`src/sv/scs_pkg.sv`:
```
`timescale 1ns / 1ps
`default_nettype none
// ----------------------------------------------------------------------------
// scs_pkg: shared types and constants of the sorted byte set
// Beat structs, request and status codes, cell commands and controller states.
// ----------------------------------------------------------------------------
package scs_pkg;

  localparam int CAPACITY_DEF = 32;
  localparam int LIST_LIMIT   = 32;
  localparam int KEY_W        = 8;
  localparam int POS_W        = 6;

  typedef enum logic [1:0] {
    KIND_INSERT = 2'd0,
    KIND_DELETE = 2'd1,
    KIND_SEARCH = 2'd2,
    KIND_LIST   = 2'd3
  } kind_t;

  typedef enum logic [2:0] {
    STAT_INSERTED = 3'd0,
    STAT_PRESENT  = 3'd1,
    STAT_DELETED  = 3'd2,
    STAT_ABSENT   = 3'd3,
    STAT_FOUND    = 3'd4,
    STAT_FULL     = 3'd5,
    STAT_ENTRY    = 3'd6,
    STAT_EMPTY    = 3'd7
  } status_t;

  // Command broadcast to the row of cells
  typedef enum logic [1:0] {
    OP_HOLD = 2'd0,
    OP_INS  = 2'd1,
    OP_DEL  = 2'd2,
    OP_ROT  = 2'd3
  } cell_op_t;

  typedef enum logic [1:0] {
    ST_IDLE = 2'd0,
    ST_EVAL = 2'd1,
    ST_LIST = 2'd2
  } state_t;

  typedef struct packed {
    kind_t            kind;
    logic [KEY_W-1:0] key;
  } scs_in_t;

  typedef struct packed {
    status_t          status;
    logic [POS_W-1:0] position;
    logic [KEY_W-1:0] value;
    logic [POS_W-1:0] total;
    logic             last;
  } scs_out_t;

  typedef struct packed {
    cell_op_t         op;
    logic [KEY_W-1:0] key;
  } scs_cmd_t;

  // Summary of the row seen by the controller
  typedef struct packed {
    logic             hit;
    logic [POS_W-1:0] rank;
    logic [KEY_W-1:0] head;
  } scs_look_t;

endpackage
`default_nettype wire

```
`src/sv/sorted_char_set.sv`:
```
`timescale 1ns / 1ps
`default_nettype none
// ----------------------------------------------------------------------------
// sorted_char_set: ascending set of distinct bytes in a row of cells
// Insert, delete, search and list requests over a sorted row of slots.
//
//   channel | dir | handshake            | beat
//   req     | in  | req_valid/req_stall  | scs_in_t  {kind, key}
//   rsp     | out | rsp_valid/rsp_stall  | scs_out_t {status, position, value,
//           |     |                      |            total, last}
//
// Insert, delete and search are taken in ST_IDLE and evaluated in ST_EVAL,
// where every cell compares with the key and shifts in parallel once the
// output register is free. A list rotates the row once per stored value,
// the head being emitted on each up to LIST_LIMIT; rsp_stall holds the
// emitting rotations. One request is in flight at a time; a finished result
// may wait in the output register while the next request is taken. Reset
// clears all slots. A list of an empty set gives one STAT_EMPTY beat.
// ----------------------------------------------------------------------------
module sorted_char_set #(
  parameter int CAPACITY = scs_pkg::CAPACITY_DEF
) (
  input  wire logic             clk,
  input  wire logic             rst,
  input  wire logic             req_valid,
  output logic                  req_stall,
  input  wire scs_pkg::scs_in_t req,
  output logic                  rsp_valid,
  input  wire logic             rsp_stall,
  output scs_pkg::scs_out_t     rsp
);
  import scs_pkg::*;

  scs_cmd_t         cmd;
  scs_look_t        look;
  logic [KEY_W-1:0] cell_val [CAPACITY];
  logic [CAPACITY-1:0] occ_vec;
  logic [CAPACITY-1:0] lt_vec;
  logic [CAPACITY-1:0] eq_vec;
  logic [POS_W-1:0]    rank;

  scs_ctrl #(
    .CAPACITY (CAPACITY)
  ) u_ctrl (
    .clk       (clk),
    .rst       (rst),
    .req_valid (req_valid),
    .req_stall (req_stall),
    .req       (req),
    .rsp_valid (rsp_valid),
    .rsp_stall (rsp_stall),
    .rsp       (rsp),
    .cmd       (cmd),
    .look      (look)
  );

  // Row of cells, slot 0 holds the smallest value
  for (genvar i = 0; i < CAPACITY; i++) begin : g_cell
    logic [KEY_W-1:0] pv, nv;
    logic             po, pl, no;
    if (i == 0) begin : g_first
      assign pv = cmd.key;
      assign po = 1'b1;
      assign pl = 1'b1;
    end else begin : g_mid
      assign pv = cell_val[i-1];
      assign po = occ_vec[i-1];
      assign pl = lt_vec[i-1];
    end
    if (i == CAPACITY - 1) begin : g_last
      assign nv = cell_val[0];
      assign no = 1'b0;
    end else begin : g_inner
      assign nv = cell_val[i+1];
      assign no = occ_vec[i+1];
    end
    scs_cell u_cell (
      .clk      (clk),
      .rst      (rst),
      .cmd      (cmd),
      .prev_val (pv),
      .prev_occ (po),
      .prev_lt  (pl),
      .next_val (nv),
      .next_occ (no),
      .head_val (cell_val[0]),
      .val      (cell_val[i]),
      .occ      (occ_vec[i]),
      .lt       (lt_vec[i]),
      .eq       (eq_vec[i])
    );
  end

  // Rank of the matching slot, 1-based
  always_comb begin
    rank = '0;
    for (int i = 0; i < CAPACITY; i++) begin
      if (eq_vec[i]) begin
        rank = rank | POS_W'(i + 1);
      end
    end
  end

  assign look.hit  = |eq_vec;
  assign look.rank = rank;
  assign look.head = cell_val[0];

  // Checks
  a_one_match: assert property (@(posedge clk) disable iff (rst)
    $onehot0(eq_vec))
    else $error("key matched in more than one slot");

  a_packed_row: assert property (@(posedge clk) disable iff (rst)
    ((occ_vec >> 1) & ~occ_vec) == '0)
    else $error("occupied slots are not contiguous from the head");

endmodule
`default_nettype wire

```
`src/sv/scs_cell.sv`:
```
`timescale 1ns / 1ps
`default_nettype none
// ----------------------------------------------------------------------------
// scs_cell: one slot of the sorted row
// Holds a value and an occupied flag, compares against the broadcast key and
// shifts toward either neighbor on insert, delete and list rotation.
// ----------------------------------------------------------------------------
module scs_cell (
  input  wire logic                    clk,
  input  wire logic                    rst,
  input  wire scs_pkg::scs_cmd_t       cmd,
  input  wire logic [scs_pkg::KEY_W-1:0] prev_val,
  input  wire logic                    prev_occ,
  input  wire logic                    prev_lt,
  input  wire logic [scs_pkg::KEY_W-1:0] next_val,
  input  wire logic                    next_occ,
  input  wire logic [scs_pkg::KEY_W-1:0] head_val,
  output logic [scs_pkg::KEY_W-1:0]    val,
  output logic                         occ,
  output logic                         lt,
  output logic                         eq
);
  import scs_pkg::*;

  logic [KEY_W-1:0] val_next;
  logic             occ_next;

  // Compare against the broadcast key
  assign lt = occ && (val < cmd.key);
  assign eq = occ && (val == cmd.key);

  // Slot update
  always_comb begin
    val_next = val;
    occ_next = occ;
    unique case (cmd.op)
      OP_HOLD: begin
      end
      OP_INS: begin
        // slots at or above the insertion point move up by one
        if (!lt) begin
          val_next = prev_lt ? cmd.key : prev_val;
          occ_next = occ | prev_occ;
        end
      end
      OP_DEL: begin
        // slots at or above the deleted key pull from above
        if (!lt) begin
          val_next = next_val;
          occ_next = next_occ;
        end
      end
      OP_ROT: begin
        // rotate the occupied segment down; the top one wraps to the head
        val_next = next_occ ? next_val : head_val;
      end
      default: begin
      end
    endcase
  end

  always_ff @(posedge clk) begin
    if (rst) begin
      occ <= 1'b0;
    end else begin
      occ <= occ_next;
    end
  end

  always_ff @(posedge clk) begin
    val <= val_next;
  end

endmodule
`default_nettype wire

```
`src/sv/scs_ctrl.sv`:
```
`timescale 1ns / 1ps
`default_nettype none
// ----------------------------------------------------------------------------
// scs_ctrl: request sequencer and result register
// Takes a request, drives the cell row for one evaluation or for one
// rotation per stored value, and loads result beats into the output register.
// ----------------------------------------------------------------------------
module scs_ctrl #(
  parameter int CAPACITY = scs_pkg::CAPACITY_DEF
) (
  input  wire logic                clk,
  input  wire logic                rst,
  input  wire logic                req_valid,
  output logic                     req_stall,
  input  wire scs_pkg::scs_in_t    req,
  output logic                     rsp_valid,
  input  wire logic                rsp_stall,
  output scs_pkg::scs_out_t        rsp,
  output scs_pkg::scs_cmd_t        cmd,
  input  wire scs_pkg::scs_look_t  look
);
  import scs_pkg::*;

  localparam int CW      = $clog2(CAPACITY + 1);
  localparam bit LIMITED = CAPACITY > LIST_LIMIT;

  state_t           state, state_next;
  kind_t            kind, kind_next;
  logic [KEY_W-1:0] key, key_next;
  logic [CW-1:0]    count, count_next;
  logic [CW-1:0]    idx, idx_next;
  logic [CW-1:0]    idx_inc;
  logic [CW-1:0]    emit_n;
  logic             out_free;
  logic             load;
  logic             full;
  scs_out_t         beat;

  assign out_free  = !rsp_valid || !rsp_stall;
  assign req_stall = (state != ST_IDLE);
  assign full      = (count == CW'(CAPACITY));
  assign idx_inc   = idx + 1'b1;
  assign emit_n    = (LIMITED && (count > CW'(LIST_LIMIT))) ? CW'(LIST_LIMIT) : count;

  // Next state, cell command and result beat
  always_comb begin
    state_next = state;
    kind_next  = kind;
    key_next   = key;
    count_next = count;
    idx_next   = idx;
    load       = 1'b0;
    cmd.op     = OP_HOLD;
    cmd.key    = key;
    beat.status   = STAT_ABSENT;
    beat.position = '0;
    beat.value    = key;
    beat.last     = 1'b1;
    unique case (state)
      ST_IDLE: begin
        if (req_valid) begin
          kind_next  = req.kind;
          key_next   = req.key;
          idx_next   = '0;
          state_next = (req.kind == KIND_LIST) ? ST_LIST : ST_EVAL;
        end
      end
      ST_EVAL: begin
        if (out_free) begin
          load       = 1'b1;
          state_next = ST_IDLE;
          unique case (kind)
            KIND_INSERT: begin
              if (look.hit) begin
                beat.status = STAT_PRESENT;
              end else if (full) begin
                beat.status = STAT_FULL;
              end else begin
                cmd.op      = OP_INS;
                count_next  = count + 1'b1;
                beat.status = STAT_INSERTED;
              end
            end
            KIND_DELETE: begin
              if (look.hit) begin
                cmd.op      = OP_DEL;
                count_next  = count - 1'b1;
                beat.status = STAT_DELETED;
              end
            end
            KIND_SEARCH, KIND_LIST: begin
              if (look.hit) begin
                beat.status   = STAT_FOUND;
                beat.position = look.rank;
              end
            end
            default: begin
            end
          endcase
        end
      end
      ST_LIST: begin
        if (count == '0) begin
          if (out_free) begin
            load        = 1'b1;
            beat.status = STAT_EMPTY;
            state_next  = ST_IDLE;
          end
        end else if (idx < emit_n) begin
          // emit the head, then rotate it to the top
          if (out_free) begin
            load          = 1'b1;
            beat.status   = STAT_ENTRY;
            beat.position = POS_W'(idx_inc);
            beat.value    = look.head;
            beat.last     = (idx_inc == emit_n);
            cmd.op        = OP_ROT;
            idx_next      = idx_inc;
            if (idx_inc == count) begin
              state_next = ST_IDLE;
            end
          end
        end else begin
          // entries past the list limit: rotate back into order silently
          cmd.op   = OP_ROT;
          idx_next = idx_inc;
          if (idx_inc == count) begin
            state_next = ST_IDLE;
          end
        end
      end
      default: begin
        state_next = ST_IDLE;
      end
    endcase
    beat.total = POS_W'(count_next);
  end

  // Control registers
  always_ff @(posedge clk) begin
    if (rst) begin
      state     <= ST_IDLE;
      count     <= '0;
      idx       <= '0;
      rsp_valid <= 1'b0;
    end else begin
      state <= state_next;
      count <= count_next;
      idx   <= idx_next;
      if (load) begin
        rsp_valid <= 1'b1;
      end else if (!rsp_stall) begin
        rsp_valid <= 1'b0;
      end
    end
  end

  // Request and result payload
  always_ff @(posedge clk) begin
    kind <= kind_next;
    key  <= key_next;
    if (load) begin
      rsp <= beat;
    end
  end

  // Checks
  a_count_range: assert property (@(posedge clk) disable iff (rst)
    count <= CW'(CAPACITY))
    else $error("entry count above capacity");

  a_ins_count: assert property (@(posedge clk) disable iff (rst)
    (cmd.op == OP_INS) |=> (count == $past(count) + 1'b1))
    else $error("insert did not bump the count");

  a_rot_in_list: assert property (@(posedge clk) disable iff (rst)
    (cmd.op == OP_ROT) |-> (state == ST_LIST) && (count != '0))
    else $error("rotation outside a list walk");

endmodule
`default_nettype wire

```
`config.mk`:
```
export PLATFORM = sky130hd
export DESIGN_NAME = sorted_char_set
export DESIGN_NICKNAME = d
export VERILOG_FILES = /design/src/sv/scs_pkg.sv /design/src/sv/sorted_char_set.sv /design/src/sv/scs_cell.sv /design/src/sv/scs_ctrl.sv
export SDC_FILE = /design/constraint.sdc
export NUM_CORES = 1
export LEC_CHECK = 0
export ABC_AREA = 1
export BUFFER_PORTS_ARGS = -buffer_cell sky130_fd_sc_hd__buf_2
export CORE_ASPECT_RATIO = 0.8
export CORE_MARGIN = 2
export CORE_UTILIZATION = 52
export CTS_CLUSTER_DIAMETER = 30
export DETAILED_ROUTE_END_ITERATION = 16
export GPL_TIMING_DRIVEN = 0
export PLACE_DENSITY = 0.68
export SETUP_SLACK_MARGIN = 0.5
export SLEW_MARGIN = 20
export SYNTH_ARGS = -nofsm -noshare
export SYNTH_HDL_FRONTEND = slang
export SYNTH_HIERARCHICAL = 1
export SYNTH_SLANG_ARGS = --single-unit
```
`constraint.sdc`:
```
create_clock -name clk -period 46.5 [get_ports clk]
set_input_delay 0 -clock clk [delete_from_list [all_inputs] [get_ports clk]]
set_output_delay 0 -clock clk [all_outputs]
set_load 0.01 [all_outputs]
```
==> results of run 1 <==
-- power groups by stage --
stage / registers [mW] / clock network [mW] / logic [mW]
finish: 0.457 / 0.664 / 0.466
detailed placement: 0.461 / 0 / 0.449
global placement: 0.491 / 0 / 0.416
CTS: 0.456 / 0.668 / 0.455
global route: 0.462 / 0.687 / 0.523
floorplan: 0.446 / 0 / 0.323
-- what timing repair did --
item / 4_1_cts / 5_1_grt
gates resized for setup: 0 / 0
hold buffers: 12 / 0
endpoints found under the hold margin: 29 / 0
-- flip-flops by register name, indices dropped and copies added, names as in the netlist --
register / flops
u_ctrl/key: 8
g_cell.u_cell/val: 256
g_cell.u_cell/occ: 32
u_ctrl/kind: 2
u_ctrl/count: 6
u_ctrl/state: 2
u_ctrl/rsp_valid: 1
u_ctrl/rsp: 24
u_ctrl/idx: 6
-- critical path: cells and delay by family, from the launching register on --
kind | cells | cell delay [ns]
adder cells (fa/ha/maj) | 1 | 0.29
AO/OA/AOI/OAI | 2 | 0.73
buffers and inverters | 11 | 1.97
flip-flops | 1 | 0.76
AND/OR/NAND/NOR | 10 | 1.47
-- per-stage QoR --
step	worst slack [ns]	hold WS, ns	instance area, um2
global route	40.62	0.0694	34800
global placement	21.89	0.178	30100
CTS	40.90	0.0586	34800
finish	40.84	0.0835	34800
floorplan	31.37	0.0989	29000
detailed placement	40.97	0.179	31500
-- worst paths after layout --
path / from / endpoint / slack (ns)
setup / recovery: u_ctrl/key[3]$_DFFE_PP_ / g_cell[20].u_cell/val[7]$_DFFE_PP_ / 40.84
hold / removal: rst / g_cell[15].u_cell/occ$_SDFFE_PP0P_ / 0.08
setup reg to reg: u_ctrl/key[3]$_DFFE_PP_ / g_cell[20].u_cell/val[7]$_DFFE_PP_ / 40.84
hold reg to reg: u_ctrl/idx[4]$_SDFFE_PP0P_ / u_ctrl/idx[4]$_SDFFE_PP0P_ / 0.53
-- per-layer routing --
| layer | wire length (um) | global-route usage [%] |
|---|---|---|
| met5 | 0 | 0 |
| met4 | 2380 | 9.27 |
| met3 | 9600 | 6.51 |
| met2 | 40700 | 48.9 |
| met1 | 41800 | 46.7 |
-- area by class of cell --
type | instances | share of cell area (%)
multi-input cells | 2757 | 45.0
well taps | 750 | 2.69
plain buffers | 72 | 1.11
clock buffers | 116 | 7.23
flip-flops and latches | 337 | 27.7
repair buffers | 120 | 4.65
inverters | 887 | 9.57
clock inverters | 61 | 2.07
==> run_results.csv, run 1 <==
group,metric,value,unit
critical_path,required,46.76,ns
clocking,cts_made_buffers,95,
floorplan,start_util,52.5,%
pwr,p_switching,0.559,mW
sta,hold_viol_final,0,
pwr,finalPower,1.59,mW
cells_and_area,final_common_cell,"inv_1",
floorplan,die_h,215,um
drt,wl_per_cell,18.5,um
cells_and_area,drive_gt1_share,13.2,%
worst_hold_path,min_path_cells,4,
clocking,cts_root_buf,"clkbuf_16",
critical_path,worstPathCellList,"buf_16 -> buf_8 -> inv_1 -> ha_1 -> nand2_1 -> inv_2 -> nand4_1 -> nor2_1 -> inv_1 -> nand2_1 -> nor2_2 -> nand2_1 -> nor2_2 -> nand2_1 -> buf_4 -> nand3_1 -> a21oi_4 -> buf_16 -> buf_16 -> buf_16 -> buf_8 -> buf_2 -> o21ai_1 -> nand2_1",
place,place_congestion,0.920,
critical_path,path_common_cell,"nand2_1",
place,dpl.cell_count,4911,
pwr,p_comb_share,29.4,%
drt,ant_nets,0,
critical_path,slowest_delay,0.76,ns
cells_and_area,nets,4553,
pwr,clockPowerShare,41.8,%
drt,vias,28900,
clocking,cts_buffer_depth,3,
sta,fin_crit,5.66,ns
pwr,p_per_area,45.6,nW/um2
drt,via_per_inst,5.66,
global_route,antenna_found_initial,0,
cells_and_area,utilization,63.1,%
drt,drt_first_pass_iters,6,
critical_path,cp_max_fo,23,
yosys,syn_inst,4044,
clocking,cts.clk_slew.worst_paths,0.05,ns
place,hpwl,70.7,mm
sta,slew_headroom,33.1,%
cells_and_area,layout.area.seq,9650,um2
sta,max_clock_freq,177,MHz
outcome,status,"finished clean",
sta,finalSetupTns,0,ns
critical_path,r2r_cells,24,
pwr,internal-power,1.03,mW
clocking,cts_tree,"built",
floorplan,rows,77,
worst_hold_path,hp-class,"input port to flip-flop",
yosys,syn_area_per_cell,7.17,um2
floorplan,boundaryPins,40,
yosys,yosys_warnings,6,
global_route,grt_pass1_wl,148,mm
cells_and_area,nFillCells,4878,
floorplan,core,55200,um2
critical_path,slowest_stage,"edfxtp_1",
pwr,power_switching_share,35.2,%
sta,setup_viol,0,
global_route,first_global_vias,26800,
floorplan,die_w,268,um
sta,tightest_slew,1.00,ns
clocking,postCtsSetupBuffers,0,
cells_and_area,stdcell_count,5100,
yosys,synth_area,29000,um2
floorplan,die_area,57600,um2
global_route,track_usage,32.4,%
clocking,cts.sinks,337,
global_route,grt_max_degree,34,
sta,skew,0.0302,ns
critical_path,cp-start-kind,"flip-flop",
global_route,gr-total-overflow,0,
clocking,clk-insertion-delay-late,0.63,ns
sta,rsz0062_at_grt,"no",
critical_path,setup.worst_path.class,"flip-flop to flip-flop",
pwr,p_leak,15.8,nW
cells_and_area,syn_to_final_growth,20.2,%
pwr,peakVddDrop,0.0324,mV
cells_and_area,multiInputGateArea,15700,um2
run,cap_violations,0,
pwr,pwr-share-seq,28.8,%
place,port-buffer-count,39,
drt,drc,0,
clocking,htreeDepth,3,
critical_path,endpoint_kind,"flip-flop",
critical_path,arrival,5.92,ns
sta,finalCritPeriodShare,12.2,%
cells_and_area,mostFrequentLayoutCells,"724 x inv_1, 703 x nand2_1, 382 x nor2_1",
drt,finalWirelength,94.5,mm
sta,drv_slew,0,
drt,drt_iter0_drc,3245,
cells_and_area,antenna_cells,0,
Note: power is estimated with default switching activity, not from simulation.
==> inputs of run 2 (changes only) <==
--- a/config.mk
+++ b/config.mk
@@ -13,7 +13,7 @@
 export CTS_CLUSTER_DIAMETER = 30
 export DETAILED_ROUTE_END_ITERATION = 16
 export GPL_TIMING_DRIVEN = 0
-export PLACE_DENSITY = 0.68
+export PLACE_DENSITY = 0.7
 export SETUP_SLACK_MARGIN = 0.5
 export SLEW_MARGIN = 20
 export SYNTH_ARGS = -nofsm -noshare
==> constraint.sdc (replaced) <==
create_clock -name clk -period 4.9 [get_ports clk]
set_input_delay 0 -clock clk [delete_from_list [all_inputs] [get_ports clk]]
set_output_delay 0 -clock clk [all_outputs]
set_load 0.01 [all_outputs]
==> run_results.csv, run 2 (same netlist as run 1, synthesis figures left out) <==
group,metric,value,unit
global_route,first_global_vias,27700,
place,port-buffer-count,39,
critical_path,slowest_stage,"edfxtp_1",
floorplan,die_w,268,um
global_route,gr-total-overflow,0,
clocking,clk-insertion-delay-late,0.64,ns
clocking,cts.clk_slew.worst_paths,0.05,ns
sta,slew_headroom,32.6,%
place,place_congestion,0.909,
critical_path,endpoint_kind,"flip-flop",
cells_and_area,largestRegisters,"g_cell.u_cell/val (256), g_cell.u_cell/occ (32), u_ctrl/rsp (24)",
cells_and_area,largest_register_ffs,256,
critical_path,cp-start-kind,"flip-flop",
global_route,antenna_found_initial,0,
clocking,cts.sinks,337,
pwr,internal-power,10.1,mW
pwr,pwr-share-seq,27.8,%
sta,finalCritPeriodShare,87.6,%
drt,ant_nets,0,
sta,rsz0062_at_grt,"yes",
pwr,finalPower,15.6,mW
critical_path,slowest_delay,0.38,ns
cells_and_area,syn_to_final_growth,24.2,%
drt,wl_per_cell,19.1,um
critical_path,arrival,4.59,ns
clocking,cts_buffer_depth,3,
sta,drv_slew,0,
clocking,htreeDepth,3,
cells_and_area,top_register,"g_cell.u_cell/val",
drt,drc,0,
drt,drt_first_pass_iters,6,
pwr,clockPowerShare,42.1,%
pwr,peakVddDrop,0.252,mV
floorplan,rows,77,
floorplan,die_area,57600,um2
floorplan,boundaryPins,40,
drt,drt_iter0_drc,3503,
pwr,p_comb_share,30.1,%
critical_path,cp_max_fo,13,
floorplan,start_util,52.5,%
sta,hold_viol_final,0,
cells_and_area,mostFrequentLayoutCells,"721 x inv_1, 666 x nand2_1, 348 x nor2_1",
clocking,cts_tree,"built",
cells_and_area,drive_gt1_share,16.8,%
sta,fin_crit,4.29,ns
floorplan,die_h,215,um
pwr,p_leak,16.1,nW
outcome,status,"finished clean",
sta,setup_viol,0,
critical_path,path_buf_inv,11,
sta,finalSetupTns,0,ns
sta,max_clock_freq,233,MHz
run,cap_violations,0,
cells_and_area,antenna_cells,0,
critical_path,required,5.20,ns
clocking,cts_made_buffers,95,
cells_and_area,utilization,65.2,%
worst_hold_path,hp-class,"input port to flip-flop",
sta,tightest_slew,1.01,ns
cells_and_area,final_common_cell,"inv_1",
critical_path,crit_family,"buffers and inverters",
cells_and_area,nets,4597,
global_route,grt_pass1_wl,151,mm
floorplan,core,55200,um2
critical_path,setup.worst_path.class,"flip-flop to flip-flop",
sta,skew,0.0368,ns
pwr,power_switching_share,35.1,%
cells_and_area,nFillCells,4582,
cells_and_area,stdcell_area,36000,um2
drt,via_per_inst,5.77,
pwr,p_per_area,432,nW/um2
drt,finalWirelength,98.0,mm
global_route,track_usage,33.1,%
global_route,grt_max_degree,34,
place,hpwl,70.8,mm
critical_path,path_common_cell,"nand2_1",
clocking,cts_root_buf,"clkbuf_16",
place,place_area,31800,um2
pwr,p_switching,5.46,mW
drt,vias,29700,
run 2: path summary, 6_finish.rpt:
| check | from | end | slack (ns) | cells past startpoint |
|---|---|---|---|---|
| min | rst | g_cell[21].u_cell/occ$_SDFFE_PP0P_ | 0.07 | 4 |
| max | u_ctrl/key[5]$_DFFE_PP_ | g_cell[19].u_cell/val[2]$_DFFE_PP_ | 0.61 | 27 |
| min reg2reg | u_ctrl/idx[4]$_SDFFE_PP0P_ | u_ctrl/idx[4]$_SDFFE_PP0P_ | 0.53 | 2 |
| max reg2reg | u_ctrl/key[5]$_DFFE_PP_ | g_cell[19].u_cell/val[2]$_DFFE_PP_ | 0.61 | 27 |
run 2: final cells by class:
cell class / instances / area [um2] / share of cell area, %
repair buffers: 164 / 2120 / 5.88
well taps: 750 / 938 / 2.61
multi-input cells: 2757 / 16200 / 44.9
plain buffers: 72 / 412 / 1.14
inverters: 887 / 3340 / 9.28
clock inverters: 65 / 808 / 2.25
flip-flops and latches: 337 / 9650 / 26.8
clock buffers: 112 / 2550 / 7.08
run 2: routing by layer:
layer | up-vias | routed length [um] | GRT usage (%)
met4 | 0 | 3250 | 11.2
li1 | 14200 | - | -
met3 | 266 | 10500 | 6.77
met2 | 1609 | 42400 | 50.4
met5 | - | 0 | 0
met1 | 13600 | 41800 | 46.6
run 2: metrics by stage:
stage	setup slack [ns]	instances	hold WS [ns]
CTS	0.503	5120	0.0655
global route	0.452	5144	0.0878
finish	0.608	5144	0.0708
floorplan	-2.57	4053	0.0989
global placement	-7.27	4842	0.179
detailed placement	-0.459	4911	0.178
run 2: tightest hold or removal path, cell delays in order:
cell and delay (ns):
buf_2 0.38, inv_1 0.13, nand2_1 0.06, nor2_1 0.07
run 2: timing repair:
| action | CTS | global route |
|---|---|---|
| cloned | 0 | 4 |
| setup endpoints to repair | 544 | 476 |
| hold endpoints to repair | 28 | 0 |
| gates resized for setup | 30 | 58 |
| hold buffers | 12 | 0 |
| pin swaps | 3 | 13 |
| setup buffers | 20 | 20 |
run 2: power by group through the flow:
stage / clock network, mW / logic [mW] / registers (mW)
after detailed placement: 0 / 4.30 / 4.38
after CTS: 6.57 / 4.46 / 4.31
after global placement: 0 / 3.81 / 4.67
after global routing: 6.74 / 5.21 / 4.36
final: 6.54 / 4.69 / 4.32
after floorplan: 0 / 3.00 / 4.24
